### src/rjb_pkg.sv
// Package: shared constants, types and byte functions for the Rijndael-256 encryptor.
`timescale 1ns / 1ps
package rjb_pkg;
	localparam int MaxRoundsDefault = 14;
	localparam int BlockBits        = 256;
	localparam int CountBits        = 4;

	localparam logic OP_LOAD    = 1'b0;
	localparam logic OP_ENCRYPT = 1'b1;

	typedef logic [7:0] byte_t;
	typedef logic [BlockBits-1:0] block_t;

	// Rijndael S-box
	localparam byte_t SBOX [256] = '{
		8'h63,8'h7c,8'h77,8'h7b,8'hf2,8'h6b,8'h6f,8'hc5,8'h30,8'h01,8'h67,8'h2b,8'hfe,8'hd7,8'hab,8'h76,
		8'hca,8'h82,8'hc9,8'h7d,8'hfa,8'h59,8'h47,8'hf0,8'had,8'hd4,8'ha2,8'haf,8'h9c,8'ha4,8'h72,8'hc0,
		8'hb7,8'hfd,8'h93,8'h26,8'h36,8'h3f,8'hf7,8'hcc,8'h34,8'ha5,8'he5,8'hf1,8'h71,8'hd8,8'h31,8'h15,
		8'h04,8'hc7,8'h23,8'hc3,8'h18,8'h96,8'h05,8'h9a,8'h07,8'h12,8'h80,8'he2,8'heb,8'h27,8'hb2,8'h75,
		8'h09,8'h83,8'h2c,8'h1a,8'h1b,8'h6e,8'h5a,8'ha0,8'h52,8'h3b,8'hd6,8'hb3,8'h29,8'he3,8'h2f,8'h84,
		8'h53,8'hd1,8'h00,8'hed,8'h20,8'hfc,8'hb1,8'h5b,8'h6a,8'hcb,8'hbe,8'h39,8'h4a,8'h4c,8'h58,8'hcf,
		8'hd0,8'hef,8'haa,8'hfb,8'h43,8'h4d,8'h33,8'h85,8'h45,8'hf9,8'h02,8'h7f,8'h50,8'h3c,8'h9f,8'ha8,
		8'h51,8'ha3,8'h40,8'h8f,8'h92,8'h9d,8'h38,8'hf5,8'hbc,8'hb6,8'hda,8'h21,8'h10,8'hff,8'hf3,8'hd2,
		8'hcd,8'h0c,8'h13,8'hec,8'h5f,8'h97,8'h44,8'h17,8'hc4,8'ha7,8'h7e,8'h3d,8'h64,8'h5d,8'h19,8'h73,
		8'h60,8'h81,8'h4f,8'hdc,8'h22,8'h2a,8'h90,8'h88,8'h46,8'hee,8'hb8,8'h14,8'hde,8'h5e,8'h0b,8'hdb,
		8'he0,8'h32,8'h3a,8'h0a,8'h49,8'h06,8'h24,8'h5c,8'hc2,8'hd3,8'hac,8'h62,8'h91,8'h95,8'he4,8'h79,
		8'he7,8'hc8,8'h37,8'h6d,8'h8d,8'hd5,8'h4e,8'ha9,8'h6c,8'h56,8'hf4,8'hea,8'h65,8'h7a,8'hae,8'h08,
		8'hba,8'h78,8'h25,8'h2e,8'h1c,8'ha6,8'hb4,8'hc6,8'he8,8'hdd,8'h74,8'h1f,8'h4b,8'hbd,8'h8b,8'h8a,
		8'h70,8'h3e,8'hb5,8'h66,8'h48,8'h03,8'hf6,8'h0e,8'h61,8'h35,8'h57,8'hb9,8'h86,8'hc1,8'h1d,8'h9e,
		8'he1,8'hf8,8'h98,8'h11,8'h69,8'hd9,8'h8e,8'h94,8'h9b,8'h1e,8'h87,8'he9,8'hce,8'h55,8'h28,8'hdf,
		8'h8c,8'ha1,8'h89,8'h0d,8'hbf,8'he6,8'h42,8'h68,8'h41,8'h99,8'h2d,8'h0f,8'hb0,8'h54,8'hbb,8'h16
	};

	function automatic byte_t xtime(input byte_t a);
		xtime = {a[6:0], 1'b0} ^ (a[7] ? 8'h1b : 8'h00);
	endfunction

	// SubBytes, ShiftRows (offsets 0,1,3,4), optional MixColumns; byte i = row i%4, col i/4
	function automatic block_t round_func(input block_t st, input logic mix);
		block_t t;
		block_t m;
		byte_t a0, a1, a2, a3, all;
		int src;
		for (int c = 0; c < 8; c++) begin
			for (int r = 0; r < 4; r++) begin
				src = 4 * ((c + ((r == 0) ? 0 : (r == 1) ? 1 : (r == 2) ? 3 : 4)) % 8) + r;
				t[8*(4*c+r) +: 8] = SBOX[st[8*src +: 8]];
			end
		end
		m = t;
		for (int c = 0; c < 8; c++) begin
			a0 = t[8*(4*c)   +: 8];
			a1 = t[8*(4*c+1) +: 8];
			a2 = t[8*(4*c+2) +: 8];
			a3 = t[8*(4*c+3) +: 8];
			all = a0 ^ a1 ^ a2 ^ a3;
			m[8*(4*c)   +: 8] = a0 ^ all ^ xtime(a0 ^ a1);
			m[8*(4*c+1) +: 8] = a1 ^ all ^ xtime(a1 ^ a2);
			m[8*(4*c+2) +: 8] = a2 ^ all ^ xtime(a2 ^ a3);
			m[8*(4*c+3) +: 8] = a3 ^ all ^ xtime(a3 ^ a0);
		end
		round_func = mix ? m : t;
	endfunction
endpackage

### src/rjb_key_mem.sv
// Round key memory: one 256-bit row per round, synchronous registered read.
`timescale 1ns / 1ps
module rjb_key_mem import rjb_pkg::*; #(
	parameter int MAX_ROUNDS = MaxRoundsDefault
) (
	input  logic                          clk,
	input  logic                          wr_en,
	input  logic [$clog2(MAX_ROUNDS+1)-1:0] wr_addr,
	input  block_t                        wr_data,
	input  logic [$clog2(MAX_ROUNDS+1)-1:0] rd_addr,
	output block_t                        rd_data
);
	block_t mem [MAX_ROUNDS+1];

	// write port
	always_ff @(posedge clk) begin
		if (wr_en) begin
			mem[wr_addr] <= wr_data;
		end
	end

	// registered read port
	always_ff @(posedge clk) begin
		rd_data <= mem[rd_addr];
	end
endmodule

### config.mk
export PLATFORM = sky130hd
export DESIGN_NAME = rjb_key_mem
export DESIGN_NICKNAME = d
export VERILOG_FILES = /design/src/rjb_pkg.sv /design/src/rjb_key_mem.sv
export SDC_FILE = /design/constraint.sdc
export NUM_CORES = 2
export LEC_CHECK = 0
export BUFFER_PORTS_ARGS = -buffer_cell sky130_fd_sc_hd__buf_2
export CAP_MARGIN = 25
export CORE_MARGIN = 2
export CORE_UTILIZATION = 33
export CTS_CLUSTER_DIAMETER = 60
export DETAILED_ROUTE_END_ITERATION = 6
export GPL_TIMING_DRIVEN = 0
export PLACE_DENSITY = 0.53
export SLEW_MARGIN = 40
export SYNTH_ARGS = -nofsm -noshare
export SYNTH_HDL_FRONTEND = slang
export SYNTH_SLANG_ARGS = --single-unit
### constraint.sdc
create_clock -name clk -period 22.5 [get_ports clk]
set_input_delay 1.125 -clock clk [delete_from_list [all_inputs] [get_ports clk]]
set_output_delay 1.125 -clock clk [all_outputs]
set_load 0.03 [all_outputs]
==> results_dict.tcl <==
set metrics [dict create \
    vias 77500 \
    postPlaceCellArea_um2 168000 \
    cts-resized-gates 0 \
    fillers 40600 \
    cp.arrival_ps 4970 \
    slowest_delay_ps 480 \
    drt_wl_total_um 434000 \
    worstPathRequired_ps 23190 \
    post-cts-setup-buffers 0 \
    gp_routability_congestion 0.744 \
    cts_tree "built" \
    synth_top_cell_by_area "edfxtp_1" \
    setup_viol 0 \
    numCtsBuffers 440 \
    worst_pin_slew_ps 875 \
    path_buf_inv 15 \
    start_util 0.331 \
    cp_num_cells 17 \
    fin_skew_ps 77.3 \
    die_area_um2 464000 \
    critPathCapture "mem[12][153]$_DFFE_PP_" \
    fin_crit_ps 4280 \
    clockBufferDepth 4 \
    antenna_found_initial 193 \
    grt.overflow.total 0 \
    finalNetCount 9036 \
    die-width_um 681 \
    rsz0062_at_grt "no" \
    outcome "completed" \
    ys_seq_area_frac 0.796 \
    fmax_mhz 233 \
    final_cells 15400 \
    synth-edff-count 3840 \
    ios 522 \
    core_region_area_um2 456000 \
    clk_pin_slew_worst_paths_ps 60 \
    cp_max_fo 7 \
    synth_ff_type "edfxtp_1" \
    min_path_type "input pin to flip-flop" \
    detail_route.vias_per_cell 5.05 \
    r2r-start "mem[6][76]$_DFFE_PP_" \
    grt_pass1_wl_um 605000 \
    clock_latency_ps 1040 \
    critPathCaptureType "flip-flop" \
    postSynthAreaPerCell_um2 20.7 \
    rrSetupSlack_ps 20820 \
    drt_iter0_drc 7125 \
    synth_area_leaders "edfxtp_1 (76%), mux4_2 (8.1%), dfxtp_1 (3.4%)" \
    r2r-end "rd_data[76]$_DFF_P_" \
    slew_violations 0 \
    timing.final.crit_share 0.190 \
    path_cells "buf_2, nand3_1, nor3_2, buf_4, buf_2, buf_4, buf_4, buf_4, buf_2, buf_4, buf_2, buf_4, buf_4, buf_4, buf_4, buf_2, buf_2" \
    port_buffers 519 \
    cp-start-kind "input pin" \
    synthesis.area_um2 151000 \
    timing.max_cap.violations 0 \
    hpwlAfterDp_um 299000 \
    yosysWarnings 0 \
    slew_headroom 0.417 \
    yosys-top-cells-count "edfxtp_1 (3840), mux4_2 (544), mux2i_1 (480), dfxtp_1 (256), a22oi_1 (248)" \
    synth_cell_types 33 \
    startpoint "wr_addr[3]" \
    syn_inst 7317 \
    synth_top_area_share 0.762 \
    final_layout_size_suffix_gt1_frac 0.274 \
    hold_viol_final 0 \
    wire_per_inst_um 28.3 \
    cts_sinks 4096 \
    clockRootBuffer "clkbuf_16" \
    fin_area_um2 184000 \
    first_pass_iters 6 \
    row_count 248 \
    cp_common_cell "buf_4" \
    async_flop_share 0 \
    cp_top_family "buffers and inverters" \
    finalSetupTns_ps 0 \
    vdd_drop_max_v 0.0000656 \
    grt_pass1_vias 79500 \
    drcViolationCount 0 \
    holdBufCountCts 0 \
    syn-num-nets 7583 \
    dp_cells 14500 \
    post-route-util 0.402 \
    die_y_um 681 \
    syn_to_final_growth_pct 21.3 \
    grt_max_degree 18 \
    htree_levels 5 \
    p_per_area_nw_per_um2 92.3 \
    ant_nets 0 \
    ys_seq_elements 4096 \
    r2r_cells 3 \
    synth_most_common_cell "edfxtp_1" \
    slowest_stage "nor3_2" \
    crit_type "input pin to flip-flop" \
    cellLeakagePower_uw 0.0610 \
    grt_usage 0.183 \
]
-- cell families after synthesis --
family / after synthesis / share of synthesized area
DFF: 4096 / 0.796
AOI/OAI and AO/OA: 1200 / 0.0539
buffers and inverters: 442 / 0.0152
muxes: 1032 / 0.113
and+or+nand+nor: 547 / 0.0213
-- worst min path at each step --
stage / start / end / slack [ps] / cells past startpoint
2_1_floorplan: mem[14][109]$_DFFE_PP_ / rd_data[109]$_DFF_P_ / 520 / 2
3_3_place_gp: mem[14][13]$_DFFE_PP_ / rd_data[13]$_DFF_P_ / 560 / 2
3_5_place_dp: mem[14][13]$_DFFE_PP_ / rd_data[13]$_DFF_P_ / 560 / 2
4_1_cts: wr_data[227] / mem[6][227]$_DFFE_PP_ / 330 / 1
5_1_grt: wr_data[148] / mem[6][148]$_DFFE_PP_ / 400 / 1
6_report: wr_data[170] / mem[10][170]$_DFFE_PP_ / 440 / 1
-- metal layers --
metal	global-route usage	up-vias	routed length [um]	part of all wire
met2	0.312	2460	217000	0.50
met3	0.0357	803	26900	0.062
met1	0.233	40900	175000	0.40
met5	0	-	545	0.0013
li1	-	33300	-	-
met4	0.0600	90	15200	0.035
-- power by group --
| group | total [uW] | switching (uW) | internal, uW |
|---|---|---|---|
| clock network | 7320 | 3080 | 4240 |
| registers | 8590 | 68.7 | 8530 |
| logic | 1020 | 680 | 335 |
-- cells in the final DEF (no fill, tap or decap), types with 149 or more instances in the layout --
| cell | instances |
|---|---|
| edfxtp_1 | 3840 |
| buf_2 | 750 |
| mux4_2 | 544 |
| mux2i_1 | 480 |
| clkbuf_16 | 444 |
| dfxtp_1 | 256 |
| a22oi_1 | 248 |
| clkbuf_1 | 232 |
| nor2b_1 | 227 |
| nand2b_1 | 227 |
| a211o_1 | 216 |
| o22ai_1 | 216 |
| a31oi_1 | 216 |
| o21ai_1 | 216 |
| buf_4 | 192 |
| buf_8 | 149 |
-- flip-flops by register name (all words and copies together), names as in the netlist --
| signal | count |
|---|---|
| rd_data | 256 |
| mem | 3840 |
-- layout make-up --
| type | count | area, um2 | share of cell area |
|---|---|---|---|
| sequential | 4096 | 120000 | 0.656 |
| multi-input combinational | 2779 | 28600 | 0.156 |
| clock buffer | 561 | 11900 | 0.0651 |
| timing repair buffer | 1011 | 9410 | 0.0513 |
| tap | 6125 | 7660 | 0.0418 |
| clock inverter | 270 | 2910 | 0.0159 |
| buffer | 441 | 2350 | 0.0128 |
| antenna | 68 | 170 | 0.000927 |
| inverter | 1 | 3.75 | 0.0000205 |
-- worst reg2reg max path: cells and delay by family, from the launching register on --
family / cells / cell delay (ps)
DFF: 1 / 400
AOI/OAI and AO/OA: 2 / 560
muxes: 1 / 490
-- stage by stage --
step / total power, uW / setup WS [ps] / hold slack, ps
2_1_floorplan: 9310 / 2450 / 520
3_3_place_gp: 9820 / -21180 / 557
3_5_place_dp: 9790 / 17210 / 563
4_1_cts: 17100 / 18300 / 333
5_1_grt: 17500 / 18060 / 397
6_report: 16900 / 18220 / 442
(Power assumes the default switching activity.)
